===== src/hw/rtl/hcf_pkg.sv =====
package hcf_pkg;

	localparam int MAX_WIDTH = 64;
	localparam int CNT_W     = $clog2(MAX_WIDTH + 1);
	localparam int PREC_W    = 6;
	localparam int VALUE_W   = 64;
	localparam int NIB_W     = $clog2(VALUE_W / 4);
	localparam int NDIG_W    = $clog2(VALUE_W / 4 + 1);
	localparam int CFG_AW    = 3;
	localparam int CFG_DW    = 7;
	localparam int Q_DEPTH   = 2;
	localparam int Q_AW      = $clog2(Q_DEPTH);
	localparam int Q_CW      = $clog2(Q_DEPTH + 1);

	localparam logic [7:0] CH_SPACE = 8'h20;
	localparam logic [7:0] CH_ZERO  = 8'h30;
	localparam logic [7:0] CH_X_LO  = 8'h78;
	localparam logic [7:0] CH_X_UP  = 8'h58;

	typedef enum logic [CFG_AW-1:0] {
		REG_FIELD_WIDTH,
		REG_MIN_DIGITS,
		REG_PRECISION_GIVEN,
		REG_ZERO_FILL,
		REG_ALT_FORM,
		REG_LEFT_JUSTIFY,
		REG_UPPER_CASE,
		REG_LENGTH_MODE
	} hcf_reg_t;

	typedef enum logic [1:0] {
		LEN_32,
		LEN_8,
		LEN_16,
		LEN_64
	} hcf_len_t;

	typedef struct packed {
		logic [CNT_W-1:0]  field_width;
		logic [PREC_W-1:0] min_digits;
		logic              precision_given;
		logic              zero_fill;
		logic              alt_form;
		logic              left_justify;
		logic              upper_case;
		hcf_len_t          length_mode;
	} hcf_cfg_t;

	// Value, case and segment boundaries of one formatted text; boundaries as character positions
	typedef struct packed {
		logic [VALUE_W-1:0] value;
		logic               upper;
		logic [CNT_W-1:0]   prefix_start;
		logic [CNT_W-1:0]   fill_start;
		logic [CNT_W-1:0]   digit_start;
		logic [CNT_W-1:0]   digit_last;
		logic [CNT_W-1:0]   char_last;
	} hcf_desc_t;

	function automatic logic [7:0] hex_char(input logic [3:0] nib, input logic upper);
		logic [7:0] c;
		if (nib < 4'd10)
			c = CH_ZERO + {4'd0, nib};
		else if (upper)
			c = 8'h41 + {4'd0, nib - 4'd10};
		else
			c = 8'h61 + {4'd0, nib - 4'd10};
		return c;
	endfunction

endpackage


===== src/hw/rtl/hcf_if.sv =====
interface hcf_in_if;
	import hcf_pkg::*;
	logic               valid;
	logic               ready;
	logic [VALUE_W-1:0] value;
	modport source (output valid, output value, input ready);
	modport sink   (input valid, input value, output ready);
endinterface

interface hcf_out_if;
	logic       valid;
	logic       ready;
	logic [7:0] char_code;
	logic       last_char;
	modport source (output valid, output char_code, output last_char, input ready);
	modport sink   (input valid, input char_code, input last_char, output ready);
endinterface

interface hcf_cfg_if;
	import hcf_pkg::*;
	logic              valid;
	logic              ready;
	logic [CFG_AW-1:0] addr;
	logic [CFG_DW-1:0] data;
	modport source (output valid, output addr, output data, input ready);
	modport sink   (input valid, input addr, input data, output ready);
endinterface


===== src/hw/rtl/hex_conversion_formatter_top.sv =====
// A value passes the front register, a queue entry and the emitter's descriptor and output
// registers before reaching text. Throughput: one character per cycle while text is ready;
// a value's text is max(field width capped at 64, its text length) characters, 1 to 64.
// Values are accepted back to back while earlier text drains, through a 2-entry queue.
// Reset (arst_n low, asynchronous) clears the format registers to 0 and empties every stage;
// data registers are not reset.
module hex_conversion_formatter_top
	import hcf_pkg::*;
(
	input  logic      clk,
	input  logic      arst_n,
	hcf_cfg_if.sink   cfg,
	hcf_in_if.sink    arg,
	hcf_out_if.source text
);

	hcf_cfg_t  cfg_q;
	logic      push_valid;
	hcf_desc_t push_desc;
	logic      push_ready;
	logic      pop_valid;
	hcf_desc_t pop_desc;
	logic      pop_ready;

	assign cfg.ready = 1'b1;

	always_ff @(posedge clk or negedge arst_n) begin
		if (!arst_n) begin
			cfg_q <= '0;
		end else if (cfg.valid) begin
			case (hcf_reg_t'(cfg.addr))
				REG_FIELD_WIDTH:     cfg_q.field_width     <= cfg.data[CNT_W-1:0];
				REG_MIN_DIGITS:      cfg_q.min_digits      <= cfg.data[PREC_W-1:0];
				REG_PRECISION_GIVEN: cfg_q.precision_given <= cfg.data[0];
				REG_ZERO_FILL:       cfg_q.zero_fill       <= cfg.data[0];
				REG_ALT_FORM:        cfg_q.alt_form        <= cfg.data[0];
				REG_LEFT_JUSTIFY:    cfg_q.left_justify    <= cfg.data[0];
				REG_UPPER_CASE:      cfg_q.upper_case      <= cfg.data[0];
				REG_LENGTH_MODE:     cfg_q.length_mode     <= hcf_len_t'(cfg.data[1:0]);
				default: ;
			endcase
		end
	end

	hcf_front u_front (
		.clk        (clk),
		.arst_n     (arst_n),
		.arg        (arg),
		.cfg        (cfg_q),
		.push_valid (push_valid),
		.push_desc  (push_desc),
		.push_ready (push_ready)
	);

	hcf_queue u_queue (
		.clk        (clk),
		.arst_n     (arst_n),
		.push_valid (push_valid),
		.push_desc  (push_desc),
		.push_ready (push_ready),
		.pop_valid  (pop_valid),
		.pop_desc   (pop_desc),
		.pop_ready  (pop_ready)
	);

	hcf_emit u_emit (
		.clk       (clk),
		.arst_n    (arst_n),
		.pop_valid (pop_valid),
		.pop_desc  (pop_desc),
		.pop_ready (pop_ready),
		.text      (text)
	);

endmodule


===== src/hw/rtl/hcf_front.sv =====
module hcf_front
	import hcf_pkg::*;
(
	input  logic         clk,
	input  logic         arst_n,
	hcf_in_if.sink       arg,
	input  hcf_cfg_t     cfg,
	output logic         push_valid,
	output hcf_desc_t    push_desc,
	input  logic         push_ready
);

	logic               vld_s1;
	logic [VALUE_W-1:0] value_s1;
	logic [NDIG_W-1:0]  ndig_s1;

	logic [VALUE_W-1:0] cut;
	logic [NDIG_W-1:0]  ndig;

	always_comb begin
		case (cfg.length_mode)
			LEN_8:   cut = {56'd0, arg.value[7:0]};
			LEN_16:  cut = {48'd0, arg.value[15:0]};
			LEN_64:  cut = arg.value;
			default: cut = {32'd0, arg.value[31:0]};
		endcase
		// zero still prints one digit
		ndig = NDIG_W'(1);
		for (int i = 1; i < VALUE_W / 4; i++) begin
			if (cut[i*4 +: 4] != 4'd0)
				ndig = NDIG_W'(i + 1);
		end
	end

	assign arg.ready = !vld_s1 || push_ready;

	always_ff @(posedge clk or negedge arst_n) begin
		if (!arst_n) begin
			vld_s1 <= 1'b0;
		end else if (arg.ready) begin
			vld_s1 <= arg.valid;
		end
	end

	always_ff @(posedge clk) begin
		if (arg.valid && arg.ready) begin
			value_s1 <= cut;
			ndig_s1  <= ndig;
		end
	end

	logic [CNT_W-1:0]  width;
	logic [PREC_W-1:0] prec;
	logic [PREC_W-1:0] zeros;
	logic [CNT_W-1:0]  prefix;
	logic [CNT_W-1:0]  body;
	logic [CNT_W-1:0]  pad;
	logic [CNT_W-1:0]  lead;
	logic [CNT_W-1:0]  zpad;

	always_comb begin
		width  = (cfg.field_width > CNT_W'(MAX_WIDTH)) ? CNT_W'(MAX_WIDTH) : cfg.field_width;
		prec   = (cfg.min_digits > PREC_W'(MAX_WIDTH - 2)) ?
			PREC_W'(MAX_WIDTH - 2) : cfg.min_digits;
		zeros  = (cfg.precision_given && (prec > PREC_W'(ndig_s1))) ?
			prec - PREC_W'(ndig_s1) : PREC_W'(0);
		prefix = (cfg.alt_form && (value_s1 != '0)) ? CNT_W'(2) : CNT_W'(0);
		body   = prefix + CNT_W'(zeros) + CNT_W'(ndig_s1);
		pad    = (width > body) ? width - body : CNT_W'(0);
		lead   = (!cfg.left_justify && !cfg.zero_fill) ? pad : CNT_W'(0);
		zpad   = (!cfg.left_justify && cfg.zero_fill) ? pad : CNT_W'(0);

		push_desc.value        = value_s1;
		push_desc.upper        = cfg.upper_case;
		push_desc.prefix_start = lead;
		push_desc.fill_start   = lead + prefix;
		push_desc.digit_start  = lead + prefix + zpad + CNT_W'(zeros);
		push_desc.digit_last   = lead + body + zpad - CNT_W'(1);
		push_desc.char_last    = body + pad - CNT_W'(1);
	end

	assign push_valid = vld_s1;

endmodule


===== src/hw/rtl/hcf_queue.sv =====
module hcf_queue
	import hcf_pkg::*;
(
	input  logic      clk,
	input  logic      arst_n,
	input  logic      push_valid,
	input  hcf_desc_t push_desc,
	output logic      push_ready,
	output logic      pop_valid,
	output hcf_desc_t pop_desc,
	input  logic      pop_ready
);

	hcf_desc_t         mem_q [Q_DEPTH];
	logic [Q_AW-1:0]   wr_ptr_q;
	logic [Q_AW-1:0]   rd_ptr_q;
	logic [Q_CW-1:0]   cnt_q;
	logic              push;
	logic              pop;

	assign push_ready = (cnt_q != Q_CW'(Q_DEPTH));
	assign pop_valid  = (cnt_q != '0);
	assign pop_desc   = mem_q[rd_ptr_q];
	assign push       = push_valid && push_ready;
	assign pop        = pop_valid && pop_ready;

	always_ff @(posedge clk or negedge arst_n) begin
		if (!arst_n) begin
			wr_ptr_q <= '0;
			rd_ptr_q <= '0;
			cnt_q    <= '0;
		end else begin
			if (push)
				wr_ptr_q <= (wr_ptr_q == Q_AW'(Q_DEPTH - 1)) ? '0 : wr_ptr_q + Q_AW'(1);
			if (pop)
				rd_ptr_q <= (rd_ptr_q == Q_AW'(Q_DEPTH - 1)) ? '0 : rd_ptr_q + Q_AW'(1);
			if (push && !pop)
				cnt_q <= cnt_q + Q_CW'(1);
			else if (pop && !push)
				cnt_q <= cnt_q - Q_CW'(1);
		end
	end

	always_ff @(posedge clk) begin
		if (push)
			mem_q[wr_ptr_q] <= push_desc;
	end

endmodule


===== src/hw/rtl/hcf_emit.sv =====
module hcf_emit
	import hcf_pkg::*;
(
	input  logic      clk,
	input  logic      arst_n,
	input  logic      pop_valid,
	input  hcf_desc_t pop_desc,
	output logic      pop_ready,
	hcf_out_if.source text
);

	logic             busy_q;
	hcf_desc_t        desc_q;
	logic [CNT_W-1:0] pos_q;
	logic             valid_q;
	logic [7:0]       char_q;
	logic             last_q;

	logic             adv;
	logic             at_last;
	logic             take;
	logic [NIB_W-1:0] dig_idx;
	logic [3:0]       nib;
	logic [7:0]       ch;

	assign adv       = busy_q && (!valid_q || text.ready);
	assign at_last   = (pos_q == desc_q.char_last);
	assign pop_ready = !busy_q || (adv && at_last);
	assign take      = pop_valid && pop_ready;

	always_comb begin
		dig_idx = NIB_W'(desc_q.digit_last - pos_q);
		nib     = desc_q.value[{dig_idx, 2'b00} +: 4];
		if (pos_q < desc_q.prefix_start)
			ch = CH_SPACE;
		else if (pos_q < desc_q.fill_start)
			ch = (pos_q == desc_q.prefix_start) ? CH_ZERO :
				(desc_q.upper ? CH_X_UP : CH_X_LO);
		else if (pos_q < desc_q.digit_start)
			ch = CH_ZERO;
		else if (pos_q <= desc_q.digit_last)
			ch = hex_char(nib, desc_q.upper);
		else
			ch = CH_SPACE;
	end

	always_ff @(posedge clk or negedge arst_n) begin
		if (!arst_n) begin
			busy_q  <= 1'b0;
			pos_q   <= '0;
			valid_q <= 1'b0;
		end else begin
			if (take) begin
				busy_q <= 1'b1;
				pos_q  <= '0;
			end else if (adv && at_last) begin
				busy_q <= 1'b0;
			end else if (adv) begin
				pos_q <= pos_q + CNT_W'(1);
			end
			if (adv)
				valid_q <= 1'b1;
			else if (text.ready)
				valid_q <= 1'b0;
		end
	end

	always_ff @(posedge clk) begin
		if (take)
			desc_q <= pop_desc;
		if (adv) begin
			char_q <= ch;
			last_q <= at_last;
		end
	end

	assign text.valid     = valid_q;
	assign text.char_code = char_q;
	assign text.last_char = last_q;

endmodule


===== src/flat_wrapper.sv =====
// flat-port wrapper written by rule: the top's interface ports become plain ports
module hex_conversion_formatter_top_flat import hcf_pkg::*;
  (clk, arst_n, cfg_valid, cfg_addr, cfg_data, cfg_ready, arg_valid, arg_value, arg_ready, text_valid, text_char_code, text_last_char, text_ready);
  hcf_cfg_if cfg_i ();
  hcf_in_if arg_i ();
  hcf_out_if text_i ();
  input  logic clk;
  input  logic arst_n;
  input wire logic [$bits(cfg_i.valid)-1:0] cfg_valid;
  input wire logic [$bits(cfg_i.addr)-1:0] cfg_addr;
  input wire logic [$bits(cfg_i.data)-1:0] cfg_data;
  output wire logic [$bits(cfg_i.ready)-1:0] cfg_ready;
  input wire logic [$bits(arg_i.valid)-1:0] arg_valid;
  input wire logic [$bits(arg_i.value)-1:0] arg_value;
  output wire logic [$bits(arg_i.ready)-1:0] arg_ready;
  output wire logic [$bits(text_i.valid)-1:0] text_valid;
  output wire logic [$bits(text_i.char_code)-1:0] text_char_code;
  output wire logic [$bits(text_i.last_char)-1:0] text_last_char;
  input wire logic [$bits(text_i.ready)-1:0] text_ready;
  assign cfg_i.valid = cfg_valid;
  assign cfg_i.addr = cfg_addr;
  assign cfg_i.data = cfg_data;
  assign cfg_ready = cfg_i.ready;
  assign arg_i.valid = arg_valid;
  assign arg_i.value = arg_value;
  assign arg_ready = arg_i.ready;
  assign text_valid = text_i.valid;
  assign text_char_code = text_i.char_code;
  assign text_last_char = text_i.last_char;
  assign text_i.ready = text_ready;
  hex_conversion_formatter_top u_core (.clk(clk), .arst_n(arst_n), .cfg(cfg_i), .arg(arg_i), .text(text_i));
endmodule

===== config.mk =====
export PLATFORM = sky130hd
export DESIGN_NAME = hex_conversion_formatter_top_flat
export DESIGN_NICKNAME = d
export VERILOG_FILES = /design/src/hw/rtl/hcf_pkg.sv /design/src/hw/rtl/hcf_if.sv /design/src/hw/rtl/hex_conversion_formatter_top.sv /design/src/hw/rtl/hcf_front.sv /design/src/hw/rtl/hcf_queue.sv /design/src/hw/rtl/hcf_emit.sv /design/src/flat_wrapper.sv
export SDC_FILE = /design/constraint.sdc
export NUM_CORES = 1
export LEC_CHECK = 0
export BUFFER_PORTS_ARGS = -buffer_cell sky130_fd_sc_hd__buf_2
export CORE_UTILIZATION = 40
export DETAILED_ROUTE_END_ITERATION = 8
export PLACE_DENSITY = 0.6
export SYNTH_ARGS = -nofsm -noshare
export SYNTH_HDL_FRONTEND = slang
export SYNTH_SLANG_ARGS = --single-unit

===== constraint.sdc =====
create_clock -name clk -period 10.2 [get_ports clk]
set_input_delay 1.02 -clock clk [delete_from_list [all_inputs] [get_ports clk]]
set_output_delay 1.02 -clock clk [all_outputs]
set_load 0.02 [all_outputs]

# Word level (Yosys, flattened, before mapping)

Memories as Yosys holds them, arrays and structs flattened. A register that Yosys moved wholly into a read port is not among the register bits.
Index checks and enable logic that the tools add are counted.

Flip-flop bits (word level): 112
RAM bits: 200
Input port bits: 79
Output and inout port bits: 12
Word-level logic and storage cells: 160
Memories kept: 1

Memories:

| name                 | depth | width | read ports | clocked after memory_dff | wr ports | RTL line        | text |
|---|---|---|---|---|---|---|---|
| u_core.u_queue.mem_q | 2     | 100   | 1          | 1                        | 1        | hcf_queue.sv:14 | `hcf_desc_t mem_q [Q_DEPTH];` |

Add/sub/neg operators: 22
$lt $le $gt $ge: 9
Equality and inequality tests: 14
Shifts and indexed selects: 1
Muxes and demuxes: 42
Reduce and logical (&&, ||, !) cells: 52

Operators by type and width:

| operator                                         | number |
|---|---|
| one-hot mux 64 bit (3 select lines)              | 1 |
| 2-to-1 mux 5 bit                                 | 13 |
| nonzero test 64 bit                              | 1 |
| indexed part select 64 x 7 -> 4 bit              | 1 |
| nonzero test 4 bit                               | 15 |
| 2-to-1 mux 7 bit                                 | 8 |
| 2-to-1 mux 8 bit                                 | 5 |
| adder 7 bit                                      | 4 |
| less-than comparator 7 bit                       | 3 |
| 2-to-1 mux 6 bit                                 | 3 |
| AND reduction 2 bit                              | 9 |
| adder 7 x 4 -> 8 bit, first input constant       | 2 |
| == test 7 bit                                    | 2 |
| subtractor 7 x 1 -> 7 bit, second input constant | 2 |
| == test 3 bit, second input constant             | 4 |
| logical AND 1 bit                                | 11 |
| nonzero test 2 bit                               | 5 |
| 2-to-1 mux 1 bit                                 | 8 |
| 2-to-1 mux 2 bit                                 | 4 |
| adder 2 x 6 -> 7 bit                             | 1 |
| adder 6 x 4 -> 7 bit, first input constant       | 1 |
| adder 7 x 1 -> 7 bit, second input constant      | 1 |
| adder 7 x 2 -> 7 bit                             | 1 |
| adder 7 x 5 -> 7 bit                             | 1 |
| 23 further kinds                                 | 34 |

# Depth between registers and ports, before layout

Gate-level depths: netlist (run 1).

Depth in word-level cells: 17
Depth in mapped cells: 41
Mapped depth without buffers: 41

# Modules after synthesis

A second synthesis (run 1) with hierarchy kept.

Cells, all modules: 1,227
Area, all modules: 19,271.0 um^2

By module, submodules not included:

| module                       | instances | cells an instance | area an instance (um^2) | seq. area each (um^2) |
|---|---|---|---|---|
| hcf_queue                    | 1         | 329               | 7,860.0                 | 6,105.9 |
| hcf_front                    | 1         | 530               | 5,350.1                 | 2,097.0 |
| hcf_emit                     | 1         | 317               | 5,218.8                 | 3,468.3 |
| hex_conversion_formatter_top | 1         | 51                | 842.1                   | 500.5 |

# Least setup slack after synthesis (run 1)

Ideal clock, no wire load.

Path kind: register -> register
Start: register u_core.cfg_q[12] (netlist name)
End: memory u_core.u_queue.mem_q[0][20] (netlist name) (data pin)
Library setup time: 264 ps
Arrival: 6,996 ps
Required time: 9,936 ps
Path slack: 2,940 ps
Cell stages (with the launch flop): 40
Buffers on the path: 0
Cells stage by stage: dfrtp_1 nand4_1 o21ai_0 ha_1 fa_1 nor2b_1 o21ai_1 a21boi_0 o22a_1 o21ai_1 nor2_1 xnor2_1 ha_1 ha_1 inv_1 fa_1 inv_1 a21o_1 [... 4 more ...] o22ai_1 a21oi_1 o21ai_1 nor3_2 nand2b_1 inv_1 ha_1 ha_1 inv_1 fa_1 inv_1 ha_1 a21o_1 a21oi_1 o21bai_1 a21oi_1 xor2_1 xnor2_1

RTL lines:

| element     | RTL line                           | text |
|---|---|---|
| from (decl) | hex_conversion_formatter_top.sv:17 | `hcf_cfg_t cfg_q;` |
| to (decl)   | hcf_queue.sv:14                    |  |

==> summary.txt, run 1 <==
Critical path
  • Crit. Startpoint: u_core.cfg_q[12]
  • Critical path required time: 10500 ps
  • Largest stage delay on the critical path: 570 ps
  • Top cell by count, worst path: ha_1
  • CP Buf/Inv Count: 5
  • RR Startpoint: u_core.cfg_q[12]
  • Critical path type: register to register
  • CP top delay family: adder cells
  • RR Endpoint: u_core.u_queue.mem_q[0][20]
  • Worst Path Arrival: 8360 ps
  • CP max stage cell: fa_1
  • R2R setup slack: 2130 ps
  • CP endpoint: u_core.u_queue.mem_q[0][20]
  • Levels on crit path: 39
  • Worst-path fanout max: 8
  • Reg2Reg Depth: 39
  • CP Launch Type: register
  • Endpoint class of the critical path: register

Clock tree
  • Clk Latency, worst-skew pair: 570 ps
  • Total clock sinks: 408
  • Root Buffer: clkbuf_16
  • Post CTS Setup Buffer Count: 0
  • Post-cts hold buffer count: 0
  • Clk pin slew, worst setup/hold paths: 60 ps
  • Resize count post-CTS: 0
  • Max clock buf depth: 3
  • Htree depth: 2
  • TritonCTS clock tree: yes
  • CTS Buf Count: 42

Global routing
  • Largest net degree at the start of global routing: 70
  • Total grt overflow: 0
  • Global-route wire length before repair: 58770 um
  • Vias in the first global route: 10230
  • Total GRT Usage: 16.39%
  • Antenna violations before repair: 1

Floorplan
  • Chip Height: 217.5 um
  • Std-Cell Rows: 78
  • # IOs: 91
  • Placeable Area: 0.04558 sq mm
  • Die X: 217.5 um
  • Total die area: 0.04732 sq mm
  • Initial core utilization: 40.77%

STA
  • Setup-failing EPs final: 0
  • Setup TNS: 0 ps
  • Final Max Tran Viols: 0
  • Setup Skew: 28.58 ps
  • Final hold vios: 0
  • Unrepaired setup endpoints after global routing: no
  • FMAX: 124.0 MHz
  • Slew HR: 25.06%
  • Fin crit period: 8066 ps
  • Worst slew pin tran: 1115 ps
  • Final period util: 79.08%

Synth
  • Yosys top cell by area: edfxtp_1
  • Post-synth EDFFs: 374
  • Post-synth top area share: 60.44%
  • Top FF cell, synth: edfxtp_1
  • Cells after Synth: 1232
  • Post-synthesis cell type count: 67
  • Syn_nets: 1414
  • Largest cells by area after synthesis: edfxtp_1, mux2_2, ha_1
  • Syn. warnings: 0
  • Syn Area/Cell: 15.08 sq um
  • Synth Cell Area: 0.01858 sq mm
  • Sequential share of the synthesized area: 65.02%
  • Async set-reset flop share out of synthesis: 8.333%
  • #FFs+latches synth: 408

Routing
  • Drt first-iter violations: 649
  • Antenna Violating Nets Remaining: 0
  • Vias post-DR: 10110
  • Post-DR vias/cell: 5.128
  • Detailed Route WL: 37940 um
  • DR WL/cell: 19.25 um
  • Residual DRC: 0
  • DR pass1 iterations: 5

Final layout
  • Fillers: 3946
  • Layout Nets: 1521
  • Fin util: 46.20%
  • Diode count: 0
  • Final Instance Area: 0.02106 sq mm
  • P&R area growth vs syn: 13.32%
  • Share of cells above drive strength 1: 22.54%
  • Finished Layout Cells: 1971

Place
  • Port buffer count: 88
  • Dpl cell area: 0.01972 sq mm
  • Routability cong.: 0.8276
  • Post-detail-place hpwl: 26230 um
  • Placed Cells incl. Taps: 1895

Run
  • Max-cap violations: 0

Hold path
  • Hold Crit Class: register to register

Outcome
  • Status: complete, no violations
layer usage:
metal | global-route usage [%] | vias up | routed length, um
met5 | 0 | - | 0
met4 | 4.695 | 0 | 760
met3 | 2.929 | 54 | 1650
met2 | 25.94 | 225 | 17650
met1 | 23.07 | 5008 | 17880
li1 | - | 4820 | -
flip-flops by register name (all words and copies together), names as in the netlist:
| name | cells |
|---|---|
| u_core.u_queue.cnt_q | 2 |
| u_core.u_front.value_s1 | 64 |
| u_core.u_front.push_valid | 1 |
| u_core.u_queue.wr_ptr_q | 1 |
| u_core.u_emit.text.char_code | 7 |
| u_core.u_queue.rd_ptr_q | 1 |
| u_core.u_front.ndig_s1 | 5 |
| u_core.cfg_q | 20 |
| u_core.u_emit.busy_q | 1 |
| u_core.u_emit.text.last_char | 1 |
| u_core.u_queue.mem_q | 198 |
| u_core.u_emit.text.valid | 1 |
| u_core.u_emit.pos_q | 7 |
| u_core.u_emit.desc_q | 99 |
cell families after synthesis:
logic type	synth area share (%)
other	0.04042
flip-flops	65.02
XOR/XNOR	2.592
AO/OA/AOI/OAI	4.653
multiplexers	9.259
buffers and inverters	2.747
adder cells (fa/ha/maj)	7.622
AND/OR/NAND/NOR	8.067
cells in the final DEF (no fill, tap or decap), types with 17 or more instances in the layout:
cell         n
xnor2_1     38
ha_1        86
fa_1        17
nand2_1     51
buf_2       88
xor2_1      17
dfrtp_1     33
a21oi_1     36
and2_1      27
nand2b_1    19
inv_1       93
and3_1      35
clkbuf_16   43
mux2_2     118
edfxtp_1   374
nor2_1      38
nor4_1      25
worst min path at each step:
stage	endpoint	from	depth (start not counted)	slack, ps
detailed placement	u_core.u_queue.mem_q[0][88]	u_core.u_front.value_s1[52]	0	460
global route	u_core.u_queue.mem_q[1][68]	u_core.u_front.value_s1[32]	0	490
finish	u_core.u_queue.mem_q[0][89]	u_core.u_front.value_s1[53]	0	470
floorplan	u_core.u_queue.mem_q[0][35]	u_core.cfg_q[2]	0	440
CTS	u_core.u_queue.mem_q[0][88]	u_core.u_front.value_s1[52]	0	470
global placement	u_core.u_queue.mem_q[1][88]	u_core.u_front.value_s1[52]	0	460
layout make-up:
cell class	instances	area, sq um	share of cell area [%]
Sequential cell	408	12090	57.39
Multi-Input combinational cell	695	6012	28.55
Clock inverter	23	226.5	1.076
Timing Repair Buffer	98	515.5	2.448
Inverter	94	352.8	1.676
Tap cell	600	750.7	3.565
Clock buffer	53	1114	5.289
cells in the mapped netlist (3+ instances only):
library cell / count
nor4_1: 25
o21a_1: 3
mux4_2: 16
ha_1: 86
o41ai_1: 7
xor2_1: 17
nor2_1: 39
xnor2_1: 38
nand2b_1: 19
nand4_1: 14
nor3b_1: 4
a21o_1: 15
o211ai_1: 3
edfxtp_1: 374
o21bai_1: 4
nand3b_1: 4
o211a_1: 3
a211oi_1: 6
or2_1: 3
fa_1: 17
or4_1: 3
buf_2: 3
nor2b_1: 12
clkbuf_1: 28
o21ai_1: 9
and2_1: 28
a21oi_1: 36
o21ai_0: 16
and3_1: 36
dfrtp_1: 34
a22oi_1: 3
or3_1: 3
mux2_2: 118
inv_1: 93
nand2_1: 51
nor3_1: 10
nand3_1: 9
through the flow:
stage	setup WS, ps	hold WS, ps
2_1_floorplan	2940	436.6
3_3_place_gp	2339	455.0
3_5_place_dp	2108	459.4
4_1_cts	2073	473.4
5_1_grt	1357	487.2
6_report	2134	472.7
Power of run 1 is left out: the tool's default activity adds up to more than one toggle a clock period on the data nets, which glitch-free logic cannot reach.
==> run 2: changes to the inputs <==
Settings changed: PLACE_DENSITY 0.6 to 0.62.
Clock period 10.2 ns to 7.15 ns, I/O delays scaled along.
==> summary.txt, run 2 (synthesis gave the netlist of run 1 again) <==
Routing
  • Drt first-iter violations: 602
  • Antenna Violating Nets Remaining: 0
  • Detailed Route WL: 38410 um
  • DR WL/cell: 19.05 um
  • Residual DRC: 0
  • Vias post-DR: 10240
  • Post-DR vias/cell: 5.079
  • DR pass1 iterations: 4

Floorplan
  • Chip Height: 217.5 um
  • # IOs: 91
  • Die X: 217.5 um
  • Placeable Area: 0.04558 sq mm
  • Total die area: 0.04732 sq mm
  • Std-Cell Rows: 78
  • Initial core utilization: 40.77%

Place
  • Worst slack, placed: -90.97 ps
  • Routability cong.: 0.8685
  • Post-detail-place hpwl: 26490 um
  • Port buffer count: 88

Critical path
  • Critical path type: register to register
  • CP max stage cell: fa_1
  • CP Launch Type: register
  • CP Buf/Inv Count: 5
  • Worst Path Arrival: 7110 ps
  • Worst-path fanout max: 3
  • CP top delay family: adder cells
  • Critical path required time: 7450 ps
  • Endpoint class of the critical path: register
  • Largest stage delay on the critical path: 490 ps

Global routing
  • Antenna violations before repair: 2
  • Global-route wire length before repair: 59450 um
  • Total grt overflow: 0
  • Total GRT Usage: 16.58%
  • Vias in the first global route: 10480
  • Largest net degree at the start of global routing: 72

Clock tree
  • Clk pin slew, worst setup/hold paths: 60 ps
  • CTS Buf Count: 43
  • Clk Latency, worst-skew pair: 570 ps
  • TritonCTS clock tree: yes
  • Total clock sinks: 408
  • Max clock buf depth: 3
  • Htree depth: 2
  • Root Buffer: clkbuf_16

Final layout
  • Max reg flops: 198
  • Commonest non-fill, non-tap cell in the layout: edfxtp_1
  • Share of cells above drive strength 1: 27.75%
  • Diode count: 0
  • Most frequent cells in the layout: edfxtp_1, mux2_2, buf_2
  • P&R area growth vs syn: 16.07%
  • Layout Nets: 1566
  • Most flop-heavy register: u_core.u_queue.mem_q
  • Top flop regs: u_core.u_queue.mem_q x198, u_core.u_emit.desc_q x99, u_core.u_front.value_s1 x64

STA
  • Final hold vios: 0
  • Worst setup margin: 333.2 ps
  • Worst slew pin tran: 1117 ps
  • FMAX: 146.7 MHz
  • Setup-failing EPs final: 0
  • Setup TNS: 0 ps
  • Slew HR: 25.40%
  • Fin crit period: 6817 ps
  • Unrepaired setup endpoints after global routing: yes
  • Final Max Tran Viols: 0
  • Final period util: 95.34%
  • Setup Skew: 19.63 ps
  • WHS: 257.8 ps

Run
  • Max-cap violations: 0

Hold path
  • Hold Crit Class: input pin to asynchronous set/reset pin

Outcome
  • Status: complete, no violations
==> run 2: worst paths after layout <==
check                                       startpoint                           to  slack, ps  cells after the start
setup / recovery                       u_core.cfg_q[9]  u_core.u_queue.mem_q[1][20]        330                     39
hold / removal                                  arst_n       u_core.u_emit.pos_q[3]        260                      1
setup reg to reg                       u_core.cfg_q[9]  u_core.u_queue.mem_q[1][20]        330                     39
hold reg to reg            u_core.u_front.value_s1[59]  u_core.u_queue.mem_q[1][95]        470                      0
max in group asynchronous                       arst_n      u_core.u_queue.rd_ptr_q       6260                      1
min in group clk                          arg_value[0]   u_core.u_front.value_s1[0]        330                      1
==> run 2: what timing repair did <==
action,CTS,global route
endpoints found under the setup margin,4,18
pin swaps,1,27
hold buffers,0,0
gates resized for setup,5,34
buffers inserted,2,10
==> run 2: cell type report <==
type	instances	area [sq um]
Clock inverter	26	236.5
Multi-Input combinational cell	695	6180
Fill cell	3917	24010
Sequential cell	408	12090
Clock buffer	51	1116
Timing Repair Buffer	142	845.8
Tap cell	600	750.7
Inverter	94	352.8
==> run 2: routing by layer <==
| layer | track usage, % | up-vias | share of wire [%] |
|---|---|---|---|
| li1 | - | 4918 | - |
| met1 | 22.72 | 5074 | 47 |
| met2 | 26.82 | 184 | 47 |
| met3 | 2.845 | 64 | 3.7 |
| met4 | 5.258 | 0 | 2.2 |
| met5 | 0 | - | 0 |
==> run 2: stage by stage <==
stage | cell area [sq um] | cells | utilization (%)
5_1_grt | 21570 | 2016 | 47.32
3_3_place_gp | 19960 | 1927 | 43.80
4_1_cts | 21350 | 2006 | 46.83
6_report | 21570 | 2016 | 47.32
2_1_floorplan | 18590 | 1232 | -
3_5_place_dp | 19960 | 1927 | 43.80
Power of run 2 is left out for the same reason.
==> run 3: changes to the inputs <==
Settings changed: CELL_PAD_IN_SITES_DETAIL_PLACEMENT set to 1, CELL_PAD_IN_SITES_GLOBAL_PLACEMENT set to 2, PLACE_DENSITY 0.62 to 0.79.
==> summary.txt, run 3 (synthesis gave the netlist of run 1 again) <==
Critical path
  • CP Launch Type: register
  • Reg2Reg Depth: 39
  • Crit. Startpoint: u_core.cfg_q[9]
  • Critical path type: register to register
  • R2R setup slack: 130 ps
  • CP endpoint: u_core.u_queue.mem_q[1][20]
  • Critical path required time: 7450 ps
  • RR Endpoint: u_core.u_queue.mem_q[1][20]
  • RR Startpoint: u_core.cfg_q[9]
  • CP max stage cell: fa_1
  • CP Buf/Inv Count: 5
  • Levels on crit path: 39
  • Worst Path Arrival: 7320 ps
  • Worst-path fanout max: 3
  • Endpoint class of the critical path: register
  • Largest stage delay on the critical path: 510 ps
  • CP top delay family: adder cells
  • Top cell by count, worst path: a21oi_2

Clock tree
  • Root Buffer: clkbuf_16
  • CTS Buf Count: 43
  • Clk pin slew, worst setup/hold paths: 60 ps
  • Total clock sinks: 408
  • Post-cts hold buffer count: 0
  • Clk Latency, worst-skew pair: 580 ps
  • TritonCTS clock tree: yes
  • Htree depth: 2
  • Max clock buf depth: 3

STA
  • Final Max Tran Viols: 0
  • Setup Skew: 16.37 ps
  • Fin crit period: 7020 ps
  • Final hold vios: 0
  • Final period util: 98.19%
  • Slew HR: 28.74%
  • Worst slew pin tran: 1068 ps
  • Unrepaired setup endpoints after global routing: yes
  • Setup TNS: 0 ps
  • Setup-failing EPs final: 0
  • FMAX: 142.4 MHz

Final layout
  • Finished Layout Cells: 2029
  • Commonest non-fill, non-tap cell in the layout: edfxtp_1
  • Fillers: 4503
  • P&R area growth vs syn: 16.38%
  • Share of cells above drive strength 1: 27.87%
  • Most frequent cells in the layout: edfxtp_1, mux2_2, inv_1
  • Most flop-heavy register: u_core.u_queue.mem_q
  • Layout Nets: 1578
  • Max reg flops: 198
  • Top flop regs: u_core.u_queue.mem_q x198, u_core.u_emit.desc_q x99, u_core.u_front.value_s1 x64
  • Fin util: 47.45%

Routing
  • Antenna Violating Nets Remaining: 0
  • Drt first-iter violations: 558
  • Post-DR vias/cell: 5.134
  • DR WL/cell: 20.59 um
  • Residual DRC: 0
  • Detailed Route WL: 41770 um
  • DR pass1 iterations: 5
  • Vias post-DR: 10420

Floorplan
  • Placeable Area: 0.04558 sq mm
  • Initial core utilization: 40.77%
  • Chip Height: 217.5 um
  • Die X: 217.5 um
  • Total die area: 0.04732 sq mm
  • Std-Cell Rows: 78
  • # IOs: 91

Place
  • Port buffer count: 88
  • Routability cong.: 0.8430
  • Placed Cells incl. Taps: 1940
  • Post-detail-place hpwl: 29540 um

Run
  • Max-cap violations: 0

Outcome
  • Status: complete, no violations

Global routing
  • Total GRT Usage: 18.08%
  • Antenna violations before repair: 1
  • Total grt overflow: 0
  • Vias in the first global route: 11110
  • Largest net degree at the start of global routing: 79
  • Global-route wire length before repair: 64890 um

Hold path
  • Hold Crit Class: input pin to asynchronous set/reset pin
==> run 3: per-stage QoR <==
step | instance area (sq um) | setup WS (ps) | hold WS, ps
floorplan | 18590 | 23.16 | 419.4
global placement | 20060 | 91.84 | 454.2
detailed placement | 20060 | -322.6 | 468.1
CTS | 21460 | 7.731 | 285.7
global route | 21620 | -298.5 | 298.1
finish | 21630 | 129.5 | 274.2
==> run 3: what timing repair did <==
item / 4_1_cts / 5_1_grt
endpoints found under the setup margin: 8 / 10
setup buffers: 1 / 10
pin swaps: 3 / 22
resized for setup: 8 / 26
==> run 3: area by class of cell <==
type,count,area (sq um),share of cell area (%)
timing repair buffer,154,935.9,4.328
antenna,1,2.502,0.01157
sequential,408,12090,55.88
multi-input combinational,695,6147,28.43
inverter,94,352.8,1.632
tap,600,750.7,3.471
clock buffer,53,1114,5.149
clock inverter,24,237.7,1.099
==> run 3: routing by layer <==
metal	up-vias	wire length [um]	track usage (%)
li1	4931	-	-
met1	5234	19080	24.67
met2	194	20410	29.99
met3	57	1490	2.943
met4	0	792	4.624
met5	-	0	0
==> run 3: worst min-delay path by stage <==
stage                                     start                     endpoint
floorplan                                arst_n              u_core.cfg_q[0]
global placement    u_core.u_front.value_s1[57]  u_core.u_queue.mem_q[0][93]
detailed placement  u_core.u_front.value_s1[45]  u_core.u_queue.mem_q[0][81]
finish                                   arst_n       u_core.u_emit.pos_q[5]
CTS                                arg_value[2]   u_core.u_front.value_s1[2]
global route                       arg_value[2]   u_core.u_front.value_s1[2]
Power of run 3 is left out for the same reason.
